<file path="config.mk">
export PLATFORM = sky130hd
export DESIGN_NAME = multilevel_feedback_scheduler_top
export DESIGN_NICKNAME = d
export VERILOG_FILES = /design/src/rtl/core/mfs_pkg.sv /design/src/rtl/core/multilevel_feedback_scheduler_top.sv
export SDC_FILE = /design/constraint.sdc
export NUM_CORES = 2
export LEC_CHECK = 0
export ABC_AREA = 1
export BUFFER_PORTS_ARGS = -buffer_cell sky130_fd_sc_hd__buf_2
export CELL_PAD_IN_SITES_DETAIL_PLACEMENT = 1
export CELL_PAD_IN_SITES_GLOBAL_PLACEMENT = 1
export CORE_MARGIN = 10
export CORE_UTILIZATION = 40
export CTS_CLUSTER_DIAMETER = 150
export DETAILED_ROUTE_END_ITERATION = 7
export GPL_TIMING_DRIVEN = 0
export PLACE_DENSITY = 0.63
export SYNTH_ARGS = -nofsm -noshare
export SYNTH_HDL_FRONTEND = slang
export SYNTH_SLANG_ARGS = --single-unit
export TNS_END_PERCENT = 1
</file>
<file path="constraint.sdc">
create_clock -name clk -period 21.2 [get_ports clk]
set_clock_uncertainty 0.15 [all_clocks]
set_input_delay 3.18 -clock clk [delete_from_list [all_inputs] [get_ports clk]]
set_output_delay 3.18 -clock clk [all_outputs]
set_load 0.02 [all_outputs]
</file>
<file path="src/rtl/core/mfs_pkg.sv">
// shared constants, state type and queue address and index wrap helpers for the feedback scheduler
`timescale 1ns / 1ps
`default_nettype none

package mfs_pkg;

	localparam int MAX_PROCS = 32;
	localparam int LEVELS    = 5;
	localparam int ID_W      = 5;
	localparam int LV_W      = 3;
	localparam int SVC_W     = 16;
	localparam int TIME_W    = 32;
	localparam int IDX_W     = $clog2(MAX_PROCS);
	localparam int CNT_W     = $clog2(MAX_PROCS + 1);
	localparam int QDEPTH    = LEVELS * MAX_PROCS;
	localparam int QA_W      = $clog2(QDEPTH);
	localparam int LEFT_W    = LEVELS;
	localparam int RDY_W     = $clog2(QDEPTH + 2);
	localparam int PMEM_W    = TIME_W + 2 * SVC_W;
	localparam int IN_W      = 24;
	localparam int OUT_W     = 80;

	localparam logic REQ_ARRIVE = 1'b0;
	localparam logic REQ_TICK   = 1'b1;

	typedef enum logic [2:0] {
		ST_IDLE,
		ST_QRD,
		ST_CHK,
		ST_QRD2,
		ST_RUN
	} state_t;

	function automatic logic [QA_W-1:0] qaddr(input logic [LV_W-1:0] lv,
		input logic [IDX_W-1:0] idx);
		qaddr = QA_W'(lv) * QA_W'(MAX_PROCS) + QA_W'(idx);
	endfunction

	function automatic logic [IDX_W-1:0] wrap_next(input logic [IDX_W-1:0] idx);
		wrap_next = (idx == IDX_W'(MAX_PROCS - 1)) ? '0 : idx + 1'b1;
	endfunction

endpackage

`default_nettype wire

</file>
<file path="src/rtl/core/multilevel_feedback_scheduler_top.sv">
// multilevel feedback queue scheduler: process table and level queues in memories
//
//  channel | direction | handshake          | payload
//  cfg     | in        | cfg_valid/cfg_ready | cfg_data[0] slice_mode
//  s       | in        | s_tvalid/s_tready  | s_tuser req_type, s_tdata proc_id, service_time
//  m       | out       | m_tvalid/m_tready  | m_tdata tick result
//
// an arrival request and a tick with all queues empty are done in idle; a tick with a slice
// running goes through run, a new pick through qrd then run, the level-0 front check adds chk,
// and a rotated front adds qrd2 after chk (queue memory read latency sets these states)
// reset clears control registers only; memories are read only after being written
// a new request is taken in idle once the result register is free or being drained
`timescale 1ns / 1ps
`default_nettype none

module multilevel_feedback_scheduler_top
	import mfs_pkg::*;
(
	input  wire logic             clk,
	input  wire logic             arst_n,
	input  wire logic             cfg_valid,
	output      logic             cfg_ready,
	input  wire logic [0:0]       cfg_data,
	input  wire logic             s_tvalid,
	output      logic             s_tready,
	input  wire logic [IN_W-1:0]  s_tdata,   // proc_id, service_time, zero pad
	input  wire logic [0:0]       s_tuser,   // req_type
	output      logic             m_tvalid,
	input  wire logic             m_tready,
	output      logic [OUT_W-1:0] m_tdata    // cpu_busy, running_id, run_level, finished,
	                                         // finish_time, turnaround, zero pad
);

	state_t state_q, state_d;

	logic                 mode_q;
	logic [TIME_W-1:0]    clock_q;
	logic [IDX_W-1:0]     head_q [LEVELS];
	logic [IDX_W-1:0]     tail_q [LEVELS];
	logic [CNT_W-1:0]     cnt_q  [LEVELS];
	logic [RDY_W-1:0]     ready_q;
	logic                 act_q;
	logic [ID_W-1:0]      sproc_q;
	logic [LV_W-1:0]      slv_q;
	logic [LEFT_W-1:0]    sleft_q;
	logic [LV_W-1:0]      lv_q;
	logic                 out_valid_q;
	logic [OUT_W-1:0]     out_data_q;

	logic [PMEM_W-1:0]    pmem [MAX_PROCS];
	logic [ID_W-1:0]      qmem [QDEPTH];
	logic [PMEM_W-1:0]    p_rd_q;
	logic [ID_W-1:0]      q_rd_q;

	logic                 p_we, p_re, q_we, q_re;
	logic [IDX_W-1:0]     p_waddr, p_raddr;
	logic [PMEM_W-1:0]    p_wdata;
	logic [QA_W-1:0]      q_waddr, q_raddr;
	logic [ID_W-1:0]      q_wdata;

	logic                 s_fire;
	logic                 in_req;
	logic [ID_W-1:0]      in_id;
	logic [SVC_W-1:0]     in_svc;
	logic                 arr_ok;
	logic                 found;
	logic [LV_W-1:0]      pick_lv;
	logic                 rot_need;
	logic [SVC_W-1:0]     rem_r, svc_r, rem_n;
	logic [TIME_W-1:0]    arr_r, clk_n, turn;
	logic                 rot;
	logic [LEFT_W-1:0]    left_n;
	logic                 done;
	logic                 preempt;
	logic [LV_W-1:0]      slv_nx, push_lv;
	logic                 lower_full;
	logic                 push_room;
	logic                 out_load;
	logic                 count_ok;

	assign cfg_ready = 1'b1;
	assign s_tready  = (state_q == ST_IDLE) && (!out_valid_q || m_tready);
	assign s_fire    = s_tvalid && s_tready;
	assign in_req    = s_tuser[0];
	assign in_id     = s_tdata[ID_W-1:0];
	assign in_svc    = s_tdata[ID_W+SVC_W-1:ID_W];
	assign arr_ok    = (in_svc != '0) && (cnt_q[0] < CNT_W'(MAX_PROCS));
	assign m_tvalid  = out_valid_q;
	assign m_tdata   = out_data_q;

	// highest priority nonempty level (lowest index)
	always_comb begin
		found   = 1'b0;
		pick_lv = '0;
		for (int i = LEVELS - 1; i >= 0; i--) begin
			if (cnt_q[i] != '0) begin
				found   = 1'b1;
				pick_lv = LV_W'(i);
			end
		end
	end

	assign rot_need = (lv_q == '0) && (cnt_q[0] > CNT_W'(1));
	assign rem_r    = p_rd_q[SVC_W-1:0];
	assign svc_r    = p_rd_q[2*SVC_W-1:SVC_W];
	assign arr_r    = p_rd_q[PMEM_W-1:2*SVC_W];
	assign rot      = rem_r < svc_r;
	assign rem_n    = (rem_r != '0) ? rem_r - 1'b1 : '0;
	assign clk_n    = clock_q + 1'b1;
	assign turn     = clk_n - arr_r;
	assign left_n   = sleft_q - 1'b1;
	assign done     = (rem_n == '0);
	assign preempt  = !done && (left_n == '0);
	assign slv_nx   = slv_q + 1'b1;
	assign lower_full = (slv_q == LV_W'(LEVELS - 1)) || (cnt_q[slv_nx] == CNT_W'(MAX_PROCS));
	assign push_lv  = ((ready_q == RDY_W'(1)) || lower_full) ? slv_q : slv_nx;
	// with no room at the chosen push level the preempted process is dropped
	assign push_room = (cnt_q[push_lv] != CNT_W'(MAX_PROCS));
	assign out_load = (state_q == ST_RUN) ||
		((state_q == ST_IDLE) && s_fire && (in_req == REQ_TICK) && !act_q && !found);

	// next state
	always_comb begin
		state_d = state_q;
		case (state_q)
			ST_IDLE: begin
				if (s_fire && in_req == REQ_TICK) begin
					if (act_q)
						state_d = ST_RUN;
					else if (found)
						state_d = ST_QRD;
				end
			end
			ST_QRD:  state_d = rot_need ? ST_CHK : ST_RUN;
			ST_CHK:  state_d = rot ? ST_QRD2 : ST_RUN;
			ST_QRD2: state_d = ST_RUN;
			ST_RUN:  state_d = ST_IDLE;
			default: state_d = ST_IDLE;
		endcase
	end

	// memory port control
	always_comb begin
		p_we    = 1'b0;
		p_re    = 1'b0;
		q_we    = 1'b0;
		q_re    = 1'b0;
		p_waddr = '0;
		p_raddr = '0;
		p_wdata = '0;
		q_waddr = '0;
		q_raddr = '0;
		q_wdata = '0;
		case (state_q)
			ST_IDLE: begin
				if (s_fire) begin
					if (in_req == REQ_ARRIVE) begin
						if (arr_ok) begin
							p_we    = 1'b1;
							p_waddr = IDX_W'(in_id);
							p_wdata = {clock_q, in_svc, in_svc};
							q_we    = 1'b1;
							q_waddr = qaddr('0, tail_q[0]);
							q_wdata = in_id;
						end
					end else if (act_q) begin
						p_re    = 1'b1;
						p_raddr = IDX_W'(sproc_q);
					end else if (found) begin
						q_re    = 1'b1;
						q_raddr = qaddr(pick_lv, head_q[pick_lv]);
					end
				end
			end
			ST_QRD: begin
				p_re    = 1'b1;
				p_raddr = IDX_W'(q_rd_q);
			end
			ST_CHK: begin
				if (rot) begin
					// front already ran: move it to the back, fetch the next one
					q_we    = 1'b1;
					q_waddr = qaddr('0, tail_q[0]);
					q_wdata = q_rd_q;
					q_re    = 1'b1;
					q_raddr = qaddr('0, wrap_next(head_q[0]));
				end
			end
			ST_QRD2: begin
				p_re    = 1'b1;
				p_raddr = IDX_W'(q_rd_q);
			end
			ST_RUN: begin
				p_we    = 1'b1;
				p_waddr = IDX_W'(sproc_q);
				p_wdata = {arr_r, svc_r, rem_n};
				if (preempt && push_room) begin
					q_we    = 1'b1;
					q_waddr = qaddr(push_lv, tail_q[push_lv]);
					q_wdata = sproc_q;
				end
			end
			default: ;
		endcase
	end

	always_ff @(posedge clk) begin
		if (p_we)
			pmem[p_waddr] <= p_wdata;
		if (p_re)
			p_rd_q <= pmem[p_raddr];
		if (q_we)
			qmem[q_waddr] <= q_wdata;
		if (q_re)
			q_rd_q <= qmem[q_raddr];
	end

	always_ff @(posedge clk or negedge arst_n) begin
		if (!arst_n) begin
			state_q     <= ST_IDLE;
			mode_q      <= 1'b0;
			clock_q     <= '0;
			ready_q     <= '0;
			act_q       <= 1'b0;
			sproc_q     <= '0;
			slv_q       <= '0;
			sleft_q     <= '0;
			lv_q        <= '0;
			out_valid_q <= 1'b0;
			out_data_q  <= '0;
			for (int i = 0; i < LEVELS; i++) begin
				head_q[i] <= '0;
				tail_q[i] <= '0;
				cnt_q[i]  <= '0;
			end
		end else begin
			state_q <= state_d;
			if (cfg_valid && cfg_ready)
				mode_q <= cfg_data[0];
			if (out_load)
				out_valid_q <= 1'b1;
			else if (out_valid_q && m_tready)
				out_valid_q <= 1'b0;
			case (state_q)
				ST_IDLE: begin
					if (s_fire) begin
						if (in_req == REQ_ARRIVE) begin
							if (arr_ok) begin
								tail_q[0] <= wrap_next(tail_q[0]);
								cnt_q[0]  <= cnt_q[0] + 1'b1;
								ready_q   <= ready_q + 1'b1;
							end
						end else if (!act_q) begin
							if (found) begin
								lv_q <= pick_lv;
							end else begin
								clock_q     <= clk_n;
								out_data_q  <= OUT_W'({TIME_W'(0), clk_n, 1'b0,
									LV_W'(0), ID_W'(0), 1'b0});
							end
						end
					end
				end
				ST_QRD: begin
					if (!rot_need) begin
						head_q[lv_q] <= wrap_next(head_q[lv_q]);
						cnt_q[lv_q]  <= cnt_q[lv_q] - 1'b1;
						sproc_q      <= q_rd_q;
						slv_q        <= lv_q;
						sleft_q      <= mode_q ? (LEFT_W'(1) << lv_q) : LEFT_W'(1);
						act_q        <= 1'b1;
					end
				end
				ST_CHK: begin
					if (rot) begin
						head_q[0] <= wrap_next(head_q[0]);
						tail_q[0] <= wrap_next(tail_q[0]);
					end else begin
						head_q[0] <= wrap_next(head_q[0]);
						cnt_q[0]  <= cnt_q[0] - 1'b1;
						sproc_q   <= q_rd_q;
						slv_q     <= '0;
						sleft_q   <= LEFT_W'(1);
						act_q     <= 1'b1;
					end
				end
				ST_QRD2: begin
					head_q[0] <= wrap_next(head_q[0]);
					cnt_q[0]  <= cnt_q[0] - 1'b1;
					sproc_q   <= q_rd_q;
					slv_q     <= '0;
					sleft_q   <= LEFT_W'(1);
					act_q     <= 1'b1;
				end
				ST_RUN: begin
					clock_q <= clk_n;
					sleft_q <= left_n;
					if (done) begin
						act_q <= 1'b0;
						if (ready_q != '0)
							ready_q <= ready_q - 1'b1;
					end else if (left_n == '0) begin
						act_q <= 1'b0;
						if (push_room) begin
							tail_q[push_lv] <= wrap_next(tail_q[push_lv]);
							cnt_q[push_lv]  <= cnt_q[push_lv] + 1'b1;
						end
					end
					out_data_q  <= OUT_W'({done ? turn : TIME_W'(0), clk_n, done,
						slv_q, sproc_q, 1'b1});
				end
				default: ;
			endcase
		end
	end

	always_comb begin
		count_ok = 1'b1;
		for (int i = 0; i < LEVELS; i++)
			if (cnt_q[i] > CNT_W'(MAX_PROCS))
				count_ok = 1'b0;
	end

	a_count_bound: assert property (@(posedge clk) disable iff (!arst_n) count_ok)
		else $error("queue count above capacity");

	a_run_returns: assert property (@(posedge clk) disable iff (!arst_n)
		state_q == ST_RUN |=> state_q == ST_IDLE)
		else $error("run state not followed by idle");

	a_run_active: assert property (@(posedge clk) disable iff (!arst_n)
		state_q == ST_RUN |-> act_q)
		else $error("slice executed without an active slice");

	a_result_free: assert property (@(posedge clk) disable iff (!arst_n)
		state_q == ST_RUN |-> (!out_valid_q || m_tready))
		else $error("result register overwritten");

	a_ready_idle: assert property (@(posedge clk) disable iff (!arst_n)
		s_tready |-> state_q == ST_IDLE)
		else $error("request taken outside idle");

endmodule

`default_nettype wire

</file>
==> impl_metrics.py <==
metrics = {
    "clocking": {
        "tritoncts": "done",
        "cts.path.max_buffers": 4,
        "htree_levels": 5,
        "path_clk_slew_ns": 0.06,
        "postCtsSetupRepairBufs": 0,
        "hold_buffers": 0,
        "cts_num_sinks": 3101,
        "clock_latency_ns": 0.97,
        "root_buffer": "clkbuf_16",
        "cts_buffers": 337,
        "cts_resized": 0,
    },
    "timing": {
        "hold_viol": 0,
        "fmax_mhz": 108,
        "finalCriticalPeriod_ns": 9.26,
        "fin_setup_tns_ns": 0,
        "slew_viol_final": 21,
        "period_share_pct": 43.7,
        "rsz0062_at_grt": "no",
        "finalSetupViolCount": 0,
        "whs_ns": 0.333,
        "tightest_slew_ns": 1.52,
        "slew_headroom_pct": -1.27,
        "fin_ws_ns": 11.94,
    },
    "floorplanning": {
        "die_area_um2": 346000,
        "die_h_um": 589,
        "num_io_pins": 114,
        "initial_utilization_pct": 40.2,
        "chipWidth_um": 589,
        "num_rows": 208,
        "core_area_um2": 321000,
    },
    "synth": {
        "yosys.area_share.simple_pct": 12.6,
        "synth_compound_area_share_pct": 10.9,
        "synth_top_family_by_area": "simple AND/OR/NAND/NOR gates",
        "async_reset_ff_share_pct": 5.93,
        "synth_edf_count": 2917,
        "synthAdderAreaFrac_pct": 0.712,
        "synthFlopType": "edfxtp_1",
        "syn-cell-area_um2": 129000,
        "synthTopCellsByCount": "edfxtp_1 (2,917), nor2_1 (1,617), o21ai_0 (1,497)",
        "avgSynthCellArea_um2": 11.9,
        "yosysMostFrequentCell": "edfxtp_1",
        "synth-xor-area-share_pct": 0.406,
        "synthTopCellsByArea": "edfxtp_1 (68%), o21ai_0 (5.8%), nor2_1 (4.7%)",
        "synth_top_area_share_pct": 67.8,
        "synthMuxAreaShare_pct": 0.409,
        "synthCells": 10900,
        "yosysWarningCount": 0,
        "synth-seq-cells": 3101,
        "synth.distinct_cells": 63,
        "seq_area_frac_synth_pct": 71.3,
        "synth_area_leader_cell": "edfxtp_1",
    },
    "final_layout": {
        "stdcell_count": 16100,
        "drive_gt1_share_pct": 9.78,
        "fin_nets": 11700,
        "syn2layout_area_growth_pct": 16.9,
        "fin_area_um2": 151000,
        "nFillCells": 33400,
        "fin_util_pct": 47.0,
    },
    "placed_design": {
        "dpl_cell_area_um2": 140000,
        "placed_cells": 15500,
        "post-dp-hpwl_um": 381000,
        "gp_congestion": 0.919,
        "dp_slack_ns": 11.35,
        "numPortBuffers": 103,
    },
    "grt": {
        "track_usage_pct": 29.7,
        "overflow": 0,
        "antenna_found_initial": 39,
        "grt_max_degree": 104,
        "grt_pass1_wl_um": 748000,
        "grt_pass1_vias": 99600,
    },
    "routing": {
        "drt_iter0_drc": 11800,
        "vias": 97900,
        "routedWlPerCell_um": 33.3,
        "firstDrtPassIters": 6,
        "wl_um": 537000,
        "vias_per_cell": 6.06,
        "antenna_left": 0,
        "drc": 0,
    },
    "power_and_ir_drop": {
        "seq_power_share_pct": 35.8,
        "combPwrFrac_pct": 36.8,
        "switchingPower_mw": 8.72,
        "power.density_nw_per_um2": 142,
        "p_sw_share_pct": 40.5,
        "power_mw": 21.5,
        "intPower_mw": 12.8,
        "p_leak_nw": 52.4,
        "clock_power_share_pct": 27.4,
        "ir_drop_v": 0.0000684,
    },
    "worst_setup_path": {
        "required_ns": 21.66,
        "critical_path.max_fanout": 10,
        "cp-start-kind": "primary input",
        "worstPathArrival_ns": 9.72,
        "end_kind": "flip-flop",
        "worst_r2r_startpoint": "state_q[2]$_DFFE_PN0P_",
        "critPathLaunch": "m_tready",
        "critPathKind": "in -> reg",
    },
    "outcome": {
        "status": "finished, violations left",
        "violations": "max-capacitance violations, max-slew violations",
    },
    "hold_path": {
        "hold_path_class": "reg -> reg",
        "hold_start": "m_tdata[3]$_DFFE_PN0P_",
    },
    "flow_run": {
        "cap_violations": 4,
    },
}
[cell type report]
class | count | area, µm² | share of cell area, %
sequential | 3101 | 92200 | 61.0
multi-input combinational | 6619 | 33400 | 22.1
clock buffer | 434 | 9040 | 5.98
tap | 4305 | 5390 | 3.56
timing repair buffer | 307 | 4690 | 3.11
buffer | 670 | 2750 | 1.82
inverter | 516 | 1940 | 1.28
clock inverter | 161 | 1680 | 1.11
antenna | 21 | 52.6 | 0.0348
[worst max-delay path, stage by stage]
cell and delay, ns:
buf_2 0.10, nor2_1 0.16, nor3b_2 0.12, inv_1 0.09, nor3_2 0.08, nand2_1 0.07, nand2_1 0.62, inv_2 0.49
clkbuf_1 1.04, clkbuf_1 1.15, clkbuf_1 0.88, o21ai_0 0.19, o221ai_1 0.34, nand3_1 0.13, o21ai_0 0.16, nor2_1 0.08
a31oi_1 0.73
[routing by layer]
layer | routed length (µm) | global-route usage, % | share of wire [%]
met5 | 128 | 0 | 0.024
met4 | 36400 | 16.9 | 6.8
met3 | 47700 | 5.52 | 8.9
met2 | 248000 | 47.9 | 46
met1 | 204000 | 37.7 | 38
[registers in the layout, indices dropped and copies added (netlist names)]
register,cells
ready_q,8
m_tdata,43
p_rd_q,64
cnt_q,30
q_rd_q,5
sproc_q,5
state_q,3
head_q,25
clock_q,31
mode_q,1
sleft_q,5
act_q,1
m_tvalid,1
lv_q,3
slv_q,3
pmem,2048
qmem,800
tail_q,25
[path summary, 6_finish.rpt]
path	endpoint	slack, ns	depth (start not counted)
worst max register to register	p_rd_q[32]$_DFFE_PP_	13.68	17
worst min register to register	m_tdata[3]$_DFFE_PN0P_	0.33	2
worst max-delay path	p_rd_q[32]$_DFFE_PP_	11.94	17
min in group asynchronous	cnt_q[15]$_DFFE_PN0P_	2.11	1
max in group asynchronous	clock_q[7]$_DFFE_PN0P_	17.73	2
worst min-delay path	m_tdata[3]$_DFFE_PN0P_	0.33	2
[logic make-up (layout without fill, tap and decap cells)]
kind of cell               after synthesis  after routing
and+or+nand+nor                       3915           3915
DFF                                   3101           3101
AOI/OAI and AO/OA                     2517           2517
buffers and inverters                 1186           2088
adders and majority gates               73             73
xor gates and xnor gates                60             60
muxes                                   47             47
other                                    2             28
[power by group through the flow]
| stage | Sequential, mW | Combinational, mW | Clock (mW) |
|---|---|---|---|
| 3_3_place_gp | 8.11 | 7.08 | 0 |
| 3_5_place_dp | 7.83 | 7.68 | 0 |
| 5_1_grt | 7.73 | 8.27 | 6.18 |
| 2_1_floorplan | 7.89 | 3.71 | 0 |
| 4_1_cts | 7.70 | 7.72 | 5.93 |
| 6_report | 7.71 | 7.92 | 5.90 |
[cells in the final DEF (no fill, tap or decap), types with 15 or more instances in the layout]
cell type	n
edfxtp_1	2917
o22ai_1	554
o21ai_0	1474
buf_12	139
nor3_1	34
o221ai_1	83
mux2_2	47
o21ai_1	15
clkinv_1	66
nor2_1	1584
buf_8	28
clkbuf_16	347
o21ai_2	15
nand3_1	687
nand4_1	122
inv_1	500
o211ai_1	84
o22ai_4	26
buf_2	212
clkbuf_1	571
nor2_4	40
xor2_1	53
buf_1	37
dfrtp_1	184
a21oi_1	143
nand2_1	1355
buf_16	34
clkbuf_2	23
nand2_2	27
bufinv_16	32
ha_1	72
diode_2	21
clkinv_2	47
a31oi_1	23
Power figures use the tool's default switching activity.
